## config.mk

```make
export PLATFORM = sky130hd
export DESIGN_NAME = psnc_ctrl
export DESIGN_NICKNAME = d
export VERILOG_FILES = /design/src/hdl/psnc_pkg.sv /design/src/hdl/psnc_ctrl.sv
export SDC_FILE = /design/constraint.sdc
export NUM_CORES = 1
export LEC_CHECK = 0
export CORE_MARGIN = 3
export CORE_UTILIZATION = 55
export CTS_CLUSTER_SIZE = 28
export DETAILED_ROUTE_END_ITERATION = 8
export DONT_BUFFER_PORTS = 1
export GPL_TIMING_DRIVEN = 0
export PLACE_DENSITY = 0.7
export SLEW_MARGIN = 40
export SYNTH_ARGS = -nofsm -noshare
export SYNTH_HDL_FRONTEND = slang
export SYNTH_SLANG_ARGS = --single-unit
```

## constraint.sdc

```tcl
create_clock -name clk -period 4.3 [get_ports clk]
set_input_delay 0.645 -clock clk [delete_from_list [all_inputs] [get_ports clk]]
set_output_delay 0.645 -clock clk [all_outputs]
set_load 0.02 [all_outputs]
```

## src/hdl/psnc_pkg.sv

```systemverilog
// Shared constants, types and command codes for the pruned shortest-path block.
// No dependencies; every other file of the block uses this package.
package psnc_pkg;

    localparam int MaxNodes = 2048;
    localparam int MaxEdges = 4096;
    localparam int VW       = $clog2(MaxNodes);   // vertex index width
    localparam int EW       = $clog2(MaxEdges);   // edge index width
    localparam int LW       = EW + 1;             // list link width, zero ends a list
    localparam int DW       = 32;                 // distance width
    localparam int CW       = 12;                 // enqueue count width
    localparam int WW       = 17;                 // edge weight width
    localparam int NCW      = 12;                 // node_count register width
    localparam int PW       = 16;                 // penalty and reward width
    localparam int SW       = 28;                 // score width
    localparam int CFG_IW   = 1;
    localparam int CFG_DW   = 16;

    localparam logic [SW-1:0]     SCORE_MAX      = '1;
    localparam logic [CFG_IW-1:0] CFG_NODE_COUNT = 1'b0;
    localparam logic [CFG_IW-1:0] CFG_PENALTY    = 1'b1;

    typedef enum logic [4:0] {
        OP_NONE,
        OP_CLEAR,
        OP_LOAD_RD,
        OP_LOAD_WR,
        OP_MK_INIT,
        OP_MK_POP,
        OP_MK_HEAD,
        OP_MK_LINK,
        OP_MK_EDGE,
        OP_MK_SRC,
        OP_MK_CHK,
        OP_RX_INIT,
        OP_RX_INIT2,
        OP_RX_POP,
        OP_RX_U,
        OP_RX_U2,
        OP_RX_LINK,
        OP_RX_EDGE,
        OP_RX_TGT,
        OP_RX_CHK,
        OP_DONE_RD,
        OP_RESULT
    } op_t;

    typedef struct packed {
        op_t  op;
        logic in_ready;
    } cmd_t;

    typedef struct packed {
        logic in_valid;
        logic last;
        logic clr_last;
        logic sp_zero;
        logic e_zero;
        logic s_ok;
        logic v_ok;
        logic qn_zero;
        logic hit;
        logic out_free;
    } stat_t;

    typedef struct packed {
        logic                 reach;
        logic                 dvalid;
        logic                 inq;
        logic [CW-1:0]        cnt;
        logic signed [DW-1:0] path_cost;
    } vinfo_t;

    typedef struct packed {
        logic [VW-1:0]        tgt;
        logic signed [WW-1:0] weight;
        logic [LW-1:0]        next;
    } fwd_t;

    typedef struct packed {
        logic [VW-1:0] src;
        logic [LW-1:0] next;
    } rev_t;

endpackage

```

## src/hdl/psnc_ctrl.sv

```systemverilog
// Sequencer for clearing, loading, reachability marking, relaxation and result delivery.
// Depends on psnc_pkg for the command and status structs.
module psnc_ctrl (
    input  logic            clk,
    input  logic            rst_n,
    input  psnc_pkg::stat_t stat,
    output psnc_pkg::cmd_t  cmd
);
    import psnc_pkg::*;

    localparam logic [4:0] S_CLR     = 5'd0;
    localparam logic [4:0] S_IDLE    = 5'd1;
    localparam logic [4:0] S_LDWR    = 5'd2;
    localparam logic [4:0] S_MKINIT  = 5'd3;
    localparam logic [4:0] S_MKPOP   = 5'd4;
    localparam logic [4:0] S_MKHEAD  = 5'd5;
    localparam logic [4:0] S_MKLINK  = 5'd6;
    localparam logic [4:0] S_MKEDGE  = 5'd7;
    localparam logic [4:0] S_MKSRC   = 5'd8;
    localparam logic [4:0] S_MKCHK   = 5'd9;
    localparam logic [4:0] S_RXINIT  = 5'd10;
    localparam logic [4:0] S_RXINIT2 = 5'd11;
    localparam logic [4:0] S_RXPOP   = 5'd12;
    localparam logic [4:0] S_RXU     = 5'd13;
    localparam logic [4:0] S_RXU2    = 5'd14;
    localparam logic [4:0] S_RXLINK  = 5'd15;
    localparam logic [4:0] S_RXEDGE  = 5'd16;
    localparam logic [4:0] S_RXTGT   = 5'd17;
    localparam logic [4:0] S_RXCHK   = 5'd18;
    localparam logic [4:0] S_DONE    = 5'd19;
    localparam logic [4:0] S_RES     = 5'd20;

    logic [4:0] state_reg;
    logic [4:0] state_next;

    always_ff @(posedge clk or negedge rst_n)
    begin
        if (!rst_n)
        begin
            state_reg <= S_CLR;
        end
        else
        begin
            state_reg <= state_next;
        end
    end

    always_comb
    begin
        state_next   = state_reg;
        cmd.op       = OP_NONE;
        cmd.in_ready = 1'b0;
        unique case (state_reg)
            S_CLR:
            begin
                cmd.op = OP_CLEAR;
                if (stat.clr_last)
                begin
                    state_next = S_IDLE;
                end
            end
            S_IDLE:
            begin
                cmd.in_ready = 1'b1;
                if (stat.in_valid)
                begin
                    cmd.op     = OP_LOAD_RD;
                    state_next = S_LDWR;
                end
            end
            S_LDWR:
            begin
                cmd.op     = OP_LOAD_WR;
                state_next = stat.last ? S_MKINIT : S_IDLE;
            end
            S_MKINIT:
            begin
                cmd.op     = OP_MK_INIT;
                state_next = S_MKPOP;
            end
            S_MKPOP:
            begin
                if (stat.sp_zero)
                begin
                    state_next = S_RXINIT;
                end
                else
                begin
                    cmd.op     = OP_MK_POP;
                    state_next = S_MKHEAD;
                end
            end
            S_MKHEAD:
            begin
                cmd.op     = OP_MK_HEAD;
                state_next = S_MKLINK;
            end
            S_MKLINK:
            begin
                cmd.op     = OP_MK_LINK;
                state_next = S_MKEDGE;
            end
            S_MKEDGE:
            begin
                if (stat.e_zero)
                begin
                    state_next = S_MKPOP;
                end
                else
                begin
                    cmd.op     = OP_MK_EDGE;
                    state_next = S_MKSRC;
                end
            end
            S_MKSRC:
            begin
                cmd.op     = OP_MK_SRC;
                state_next = stat.s_ok ? S_MKCHK : S_MKEDGE;
            end
            S_MKCHK:
            begin
                cmd.op     = OP_MK_CHK;
                state_next = S_MKEDGE;
            end
            S_RXINIT:
            begin
                cmd.op     = OP_RX_INIT;
                state_next = S_RXINIT2;
            end
            S_RXINIT2:
            begin
                cmd.op     = OP_RX_INIT2;
                state_next = S_RXPOP;
            end
            S_RXPOP:
            begin
                if (stat.qn_zero)
                begin
                    state_next = S_DONE;
                end
                else
                begin
                    cmd.op     = OP_RX_POP;
                    state_next = S_RXU;
                end
            end
            S_RXU:
            begin
                cmd.op     = OP_RX_U;
                state_next = S_RXU2;
            end
            S_RXU2:
            begin
                cmd.op     = OP_RX_U2;
                state_next = S_RXLINK;
            end
            S_RXLINK:
            begin
                cmd.op     = OP_RX_LINK;
                state_next = S_RXEDGE;
            end
            S_RXEDGE:
            begin
                if (stat.e_zero)
                begin
                    state_next = S_RXPOP;
                end
                else
                begin
                    cmd.op     = OP_RX_EDGE;
                    state_next = S_RXTGT;
                end
            end
            S_RXTGT:
            begin
                cmd.op     = OP_RX_TGT;
                state_next = stat.v_ok ? S_RXCHK : S_RXEDGE;
            end
            S_RXCHK:
            begin
                cmd.op     = OP_RX_CHK;
                state_next = stat.hit ? S_DONE : S_RXEDGE;
            end
            S_DONE:
            begin
                cmd.op     = OP_DONE_RD;
                state_next = S_RES;
            end
            S_RES:
            begin
                if (stat.out_free)
                begin
                    cmd.op     = OP_RESULT;
                    state_next = S_CLR;
                end
            end
            default:
            begin
                state_next = S_CLR;
            end
        endcase
    end

endmodule

```

# == After elaboration in Yosys (flattened, before gate mapping) ==
# Index checks and enable logic that the tools add are counted.
# W data, S select, Z words.
# totals
regBits,5
input_bits,12
output_inout_bits,6
elab_cells,47
# op_classes
eq_ne,23
n_mux,20
reduce_logical,3
# ops
cell,count
$pmux W5 S21,1
$pmux W5 S20,1
$eq A5 B4 Y1 const B,8
$mux W5,7
$eq A5 B5 Y1 const B,5
$eq A5 B3 Y1 const B,4
$mux W4,5
$eq A5 B2 Y1 const B,2
$mux W2,4
$ne A2 B2 Y1 const B,3
$eq A5 B1 Y1 const B,1
$logic_not A5 Y1,1
$mux W3,1
$reduce_and A3 Y1,1
$reduce_or A2 Y1,1
$mux W1,1

# == Logic depth before layout (Yosys ltp) ==
# Gate-level depths: netlist (run 1).
# depth
depth_word,3
mapped_depth,6
ltp_nobuf,4

# == Least setup slack after synthesis (run 1) ==
# No wires, ideal clock.
# synth_timing
path_type,in2out
start,in stat[0] (netlist name)
end,out cmd[1] (netlist name)
arrival_time_ns,1.408
t_required_ns,3.655
path_slack_ns,2.247
cell_stages,3
n_path_buf,0
path_cell_list,nand3_1 -> a311o_1 -> a31oi_1
# synth_rtl
item,line_no,rtl
from (decl),psnc_ctrl.sv:6,"input psnc_pkg::stat_t stat,"
to (decl),psnc_ctrl.sv:7,output psnc_pkg::cmd_t cmd

==> results.cfg, run 1 <==
[outcome]
outcome = finished clean

[die]
die_y_um = 42.20
die_area_um2 = 1781
row_count = 12
start_util_pct = 61.54
core_area_um2 = 1171
io_pins = 18
dieWidth_um = 42.20

[yosys]
synth-seq-area-share_pct = 17.36
synth_top_area_share_pct = 17.36
synth_ff_type = dfrtp_1
synth_edf_count = 0
synth_warnings = 0
syn_area_um2 = 720.7
yosysMostFrequentCell = a21oi_1
syn_inst = 99
synth_common_cells = a21oi_1 (7), nand2b_1 (6), nor2_1 (6), o21ai_0 (6)
async_flop_share_pct = 100.0
yosysTopAreaCell = dfrtp_1
synth-seq-cells = 5
synth_fp_nets = 111
synthTopCellsByArea = dfrtp_1 (17%), nand2b_1 (5.2%), a21oi_1 (4.9%)
syn_area_per_cell_um2 = 7.280
ys_types = 42

[min_path]
hold_class = input pin to async pin

[cts]
ctsResizeCount = 0
cts_hold_buf = 0
insertion_delay_ns = 0.23
cts_tree = built
clock-sinks = 5
cts_made_buffers = 3
clockBufferDepth = 2
htree_levels = 1
path_clk_slew_ns = 0.04
cts_root_buf = clkbuf_4
postCtsSetupBuffers = 0

[critical_path]
crit_type = flop to primary output
worst_ep_arrival_time_ns = 1.87
endpoint_kind = primary output
path_max_fanout = 10
cp.required_ns = 3.65
critPathLaunchType = flop

[grt]
first_global_vias = 750
gr-total-overflow = 0
antenna_found_initial = 0
grt_pass1_wl_mm = 3.381
grtUsageTotal_pct = 23.86
grt_max_degree = 11

[sta]
relSlewSlack_pct = 56.51
finClkSkew_ns = 0.001416
setup-violations-final = 0
fmax_ghz = 0.3976
drv_slew = 0
rsz0062_at_grt = no
fin_crit_sh_pct = 58.48
tightestPinTransition_ns = 0.6455
fin_crit_ns = 2.515
hold_viol_final = 0
hold_ws_ns = 0.1067
tns_ns = 0

[routing]
drcViolationCount = 0
routedWlPerCell_um = 17.58
vias = 845
drt_iter0_markers = 64
antenna_left = 0
vias_per_cell = 7.222
first_pass_iters = 4
wl_mm = 2.057

[place]
hpwlAfterDp_mm = 1.526
gp_congestion = 0.9523
port_buffers = 0

[cells_and_area]
diodes = 0
drive_gt1_share_pct = 13.59
largest_reg_flops = 5
layout.nets = 116
areaGrowthSynthToFinish_pct = 6.076
final_util_pct = 65.28

[power_and_ir_drop]
ir_drop_v = 0.0005885
cellPowerDensity_nw_per_um2 = 899.0
power.total_uw = 687.3
p_leak_uw = 0.0003099

[run]
cap_viol_max_count = 0
[stage by stage]
| step | cells | setup WS [ns] | cell area (um^2) |
|---|---|---|---|
| 6_report | 117 | 1.785 | 764.5 |
| 5_1_grt | 117 | 1.679 | 764.5 |
| 4_1_cts | 117 | 1.807 | 764.5 |
| 3_5_place_dp | 113 | 2.066 | 738.2 |
| 3_3_place_gp | 113 | 2.085 | 738.2 |
| 2_1_floorplan | 99 | 2.247 | 720.7 |
[cells in the final DEF, fill, tap and decap left out, types with 4 or more instances in the layout]
cell	count
o21ai_0	6
nand2b_1	6
a31oi_1	5
buf_2	4
a21oi_1	7
inv_1	4
dfrtp_1	5
nor2_1	6
nand2_1	5
[metal layers]
layer	global-route usage, %	part of all wire (%)
met1	31.78	41
met2	37.39	47
met3	5.150	11
met4	8.696	0
met5	0	0
[path summary, 6_finish.rpt]
path	end	cells after the start	from	slack, ns
min	state_reg[3]	0	rst_n	0.11
max	cmd[4]	6	state_reg[1]	1.79
max in group asynchronous	state_reg[0]	0	rst_n	4.13
max reg2reg	state_reg[0]	4	state_reg[2]	2.72
min in group clk	state_reg[0]	2	stat[9]	0.63
min reg2reg	state_reg[1]	3	state_reg[1]	0.77
[critical path, stage by stage (launching register included)]
cell and delay [ns]:
dfrtp_1 0.32, buf_2 0.21, buf_6 0.17, nand2_1 0.16, nor3_1 0.21, nor2_1 0.05, o21ai_0 0.52
[final cells by class]
type	instances	area (um^2)
inverters	4	15.01
flip-flops and latches	5	125.1
plain buffers	8	55.05
fillers	110	406.6
clock buffers	4	26.28
multi-input cells	82	525.5
well taps	14	17.52
[power by group]
group	switching [uW]	leakage [uW]	internal (uW)
logic	343	0.000232	197
registers	25.9	0.0000633	70.4
clock network	16.5	0.0000150	34.9
[logic make-up (layout without fill, tap and decap cells)]
family          count (synthesis)  count (layout)  share of synthesized area, %
flops                           5               5                         17.36
mux                             1               1                         1.562
compound gates                 40              40                         39.06
buf+inv                        12              16                         9.721
simple gates                   41              41                         32.29
(Power assumes the default switching activity.)
==> run 2: changes to the inputs <==
--- a/config.mk
+++ b/config.mk
@@ -11,7 +11,7 @@
 export DETAILED_ROUTE_END_ITERATION = 8
 export DONT_BUFFER_PORTS = 1
 export GPL_TIMING_DRIVEN = 0
-export PLACE_DENSITY = 0.7
+export PLACE_DENSITY = 0.73
 export SLEW_MARGIN = 40
 export SYNTH_ARGS = -nofsm -noshare
 export SYNTH_HDL_FRONTEND = slang
==> constraint.sdc (replaced) <==
create_clock -name clk -period 2.1 [get_ports clk]
set_input_delay 0.315 -clock clk [delete_from_list [all_inputs] [get_ports clk]]
set_output_delay 0.315 -clock clk [all_outputs]
set_load 0.02 [all_outputs]
==> run 2 against run 1 <==
Final area is 7.7% higher. Setup slack worse by 1.7 ns. Hold slack improved by 0.18 ns. Final cell count rose by 0.85%. Core utilization rose by 5.0 points. Clock power increased by 100%. Largest cell class unchanged.
==> results.cfg, run 2 (synthesis results as in run 1) <==
[cts]
cts_made_buffers = 3
cts_tree = built
cts_root_buf = clkbuf_4
clockBufferDepth = 2
insertion_delay_ns = 0.23
clock-sinks = 5
htree_levels = 1
path_clk_slew_ns = 0.04

[routing]
drcViolationCount = 0
vias_per_cell = 7.068
antenna_left = 0
first_pass_iters = 4
drt_iter0_markers = 31
vias = 834
wl_mm = 2.102
routedWlPerCell_um = 17.81

[power_and_ir_drop]
pwr-share-seq_pct = 13.3
ir_drop_v = 0.001156
swShare_pct = 55.29
p_int_uw = 675.9
combinationalPowerShare_pct = 79.7
power_switching_uw = 836.0
cellPowerDensity_nw_per_um2 = 1836
p_leak_uw = 0.0003192
clockPowerShare_pct = 6.9

[cells_and_area]
multiInputGateArea_um2 = 565.5
areaGrowthSynthToFinish_pct = 14.24
nFillCells = 105
final_common_cell = a21oi_1
mostFrequentLayoutCells = a21oi_1 (6), clkbuf_4 (5), nor2_1 (5), nand2b_1 (5), o21ai_0 (5)
diodes = 0
area.sequential_um2 = 126.4
drive_gt1_share_pct = 21.15
final_util_pct = 70.30
layout.nets = 117
largest_reg_flops = 5

[die]
row_count = 12
die_area_um2 = 1781
core_area_um2 = 1171
die_y_um = 42.20
io_pins = 18
dieWidth_um = 42.20
start_util_pct = 61.54

[sta]
finClkSkew_ns = 0.002307
fmax_ghz = 0.5018
tightestPinTransition_ns = 0.4722
fin_crit_ns = 1.993
hold_ws_ns = 0.2819
relSlewSlack_pct = 68.38
hold_viol_final = 0
setup_ws_ns = 0.1071
setup-violations-final = 0
fin_crit_sh_pct = 94.90
drv_slew = 0

[critical_path]
path_max_fanout = 10
critPathLaunchType = flop
endpoint_kind = primary output
worst_ep_arrival_time_ns = 1.68
crit_type = flop to primary output
cp.required_ns = 1.78

[place]
hpwlAfterDp_mm = 1.508
post-place-ws_ns = 0.1878
port_buffers = 0
gp_congestion = 0.9202

[outcome]
outcome = finished clean

[run]
cap_viol_max_count = 0

[min_path]
hold_class = input pin to flop

[grt]
grtUsageTotal_pct = 24.96
antenna_found_initial = 0
grt_pass1_wl_mm = 3.525
first_global_vias = 749
gr-total-overflow = 0
grt_max_degree = 11
-- run 2: worst paths after layout --
kind                              startpoint            to  slack, ns  cells after the start
worst max register to register  state_reg[3]  state_reg[1]       0.57                      4
worst min-delay path                 stat[9]  state_reg[0]       0.28                      2
worst min register to register  state_reg[1]  state_reg[1]       0.78                      3
min in group asynchronous              rst_n  state_reg[0]       0.37                      1
max in group asynchronous              rst_n  state_reg[2]       1.53                      1
worst max-delay path            state_reg[4]        cmd[3]       0.11                      5
-- run 2: power by group through the flow --
stage / Clock, uW / Combinational [uW] / Sequential, uW
global placement: 0 / 1070 / 195
finish: 105 / 1210 / 202
global route: 121 / 1320 / 207
CTS: 110 / 1100 / 197
floorplan: 0 / 894 / 178
detailed placement: 0 / 1070 / 197
-- run 2: per-stage QoR --
stage               instance area [um^2]  instances   TNS [ns]  total power [uW]
finish                             823.3        118          0              1512
global route                       823.3        118  -0.003166              1650
CTS                                780.7        118          0              1402
detailed placement                 738.2        113          0              1271
global placement                   738.2        113          0              1269
floorplan                          720.7         99          0              1072
-- run 2: final cells by class --
type	count	share of cell area, %
clock buffer	4	3.191
sequential	5	15.35
tap	14	2.128
multi-input combinational	82	68.69
buffer	8	7.599
inverter	4	1.824
timing repair buffer	1	1.216
-- run 2: routing by layer --
layer  wire length (um)  vias to the layer above  track usage, %  part of all wire (%)
met1                904                      391           33.93                    43
met5                  0                        -               0                     0
met4                 10                        0           6.211                  0.48
met3                223                        2           8.155                    11
li1                   -                      398               -                     -
met2                963                       43           37.69                    46
-- run 2: worst max-delay path, stage by stage, from the launching register on --
cell	delay (ns)
dfrtp_1	0.43
buf_4	0.20
clkbuf_4	0.19
a21oi_1	0.14
a31oi_1	0.06
o211ai_1	0.43
-- run 2: repair_timing --
item | 4_1_cts | 5_1_grt
endpoints found under the hold margin | 5 | 0
hold buffers | 1 | 0
endpoints found under the setup margin | 2 | 4
buffers inserted | 0 | 0
pin swaps | 0 | 3
gates resized for setup | 2 | 13
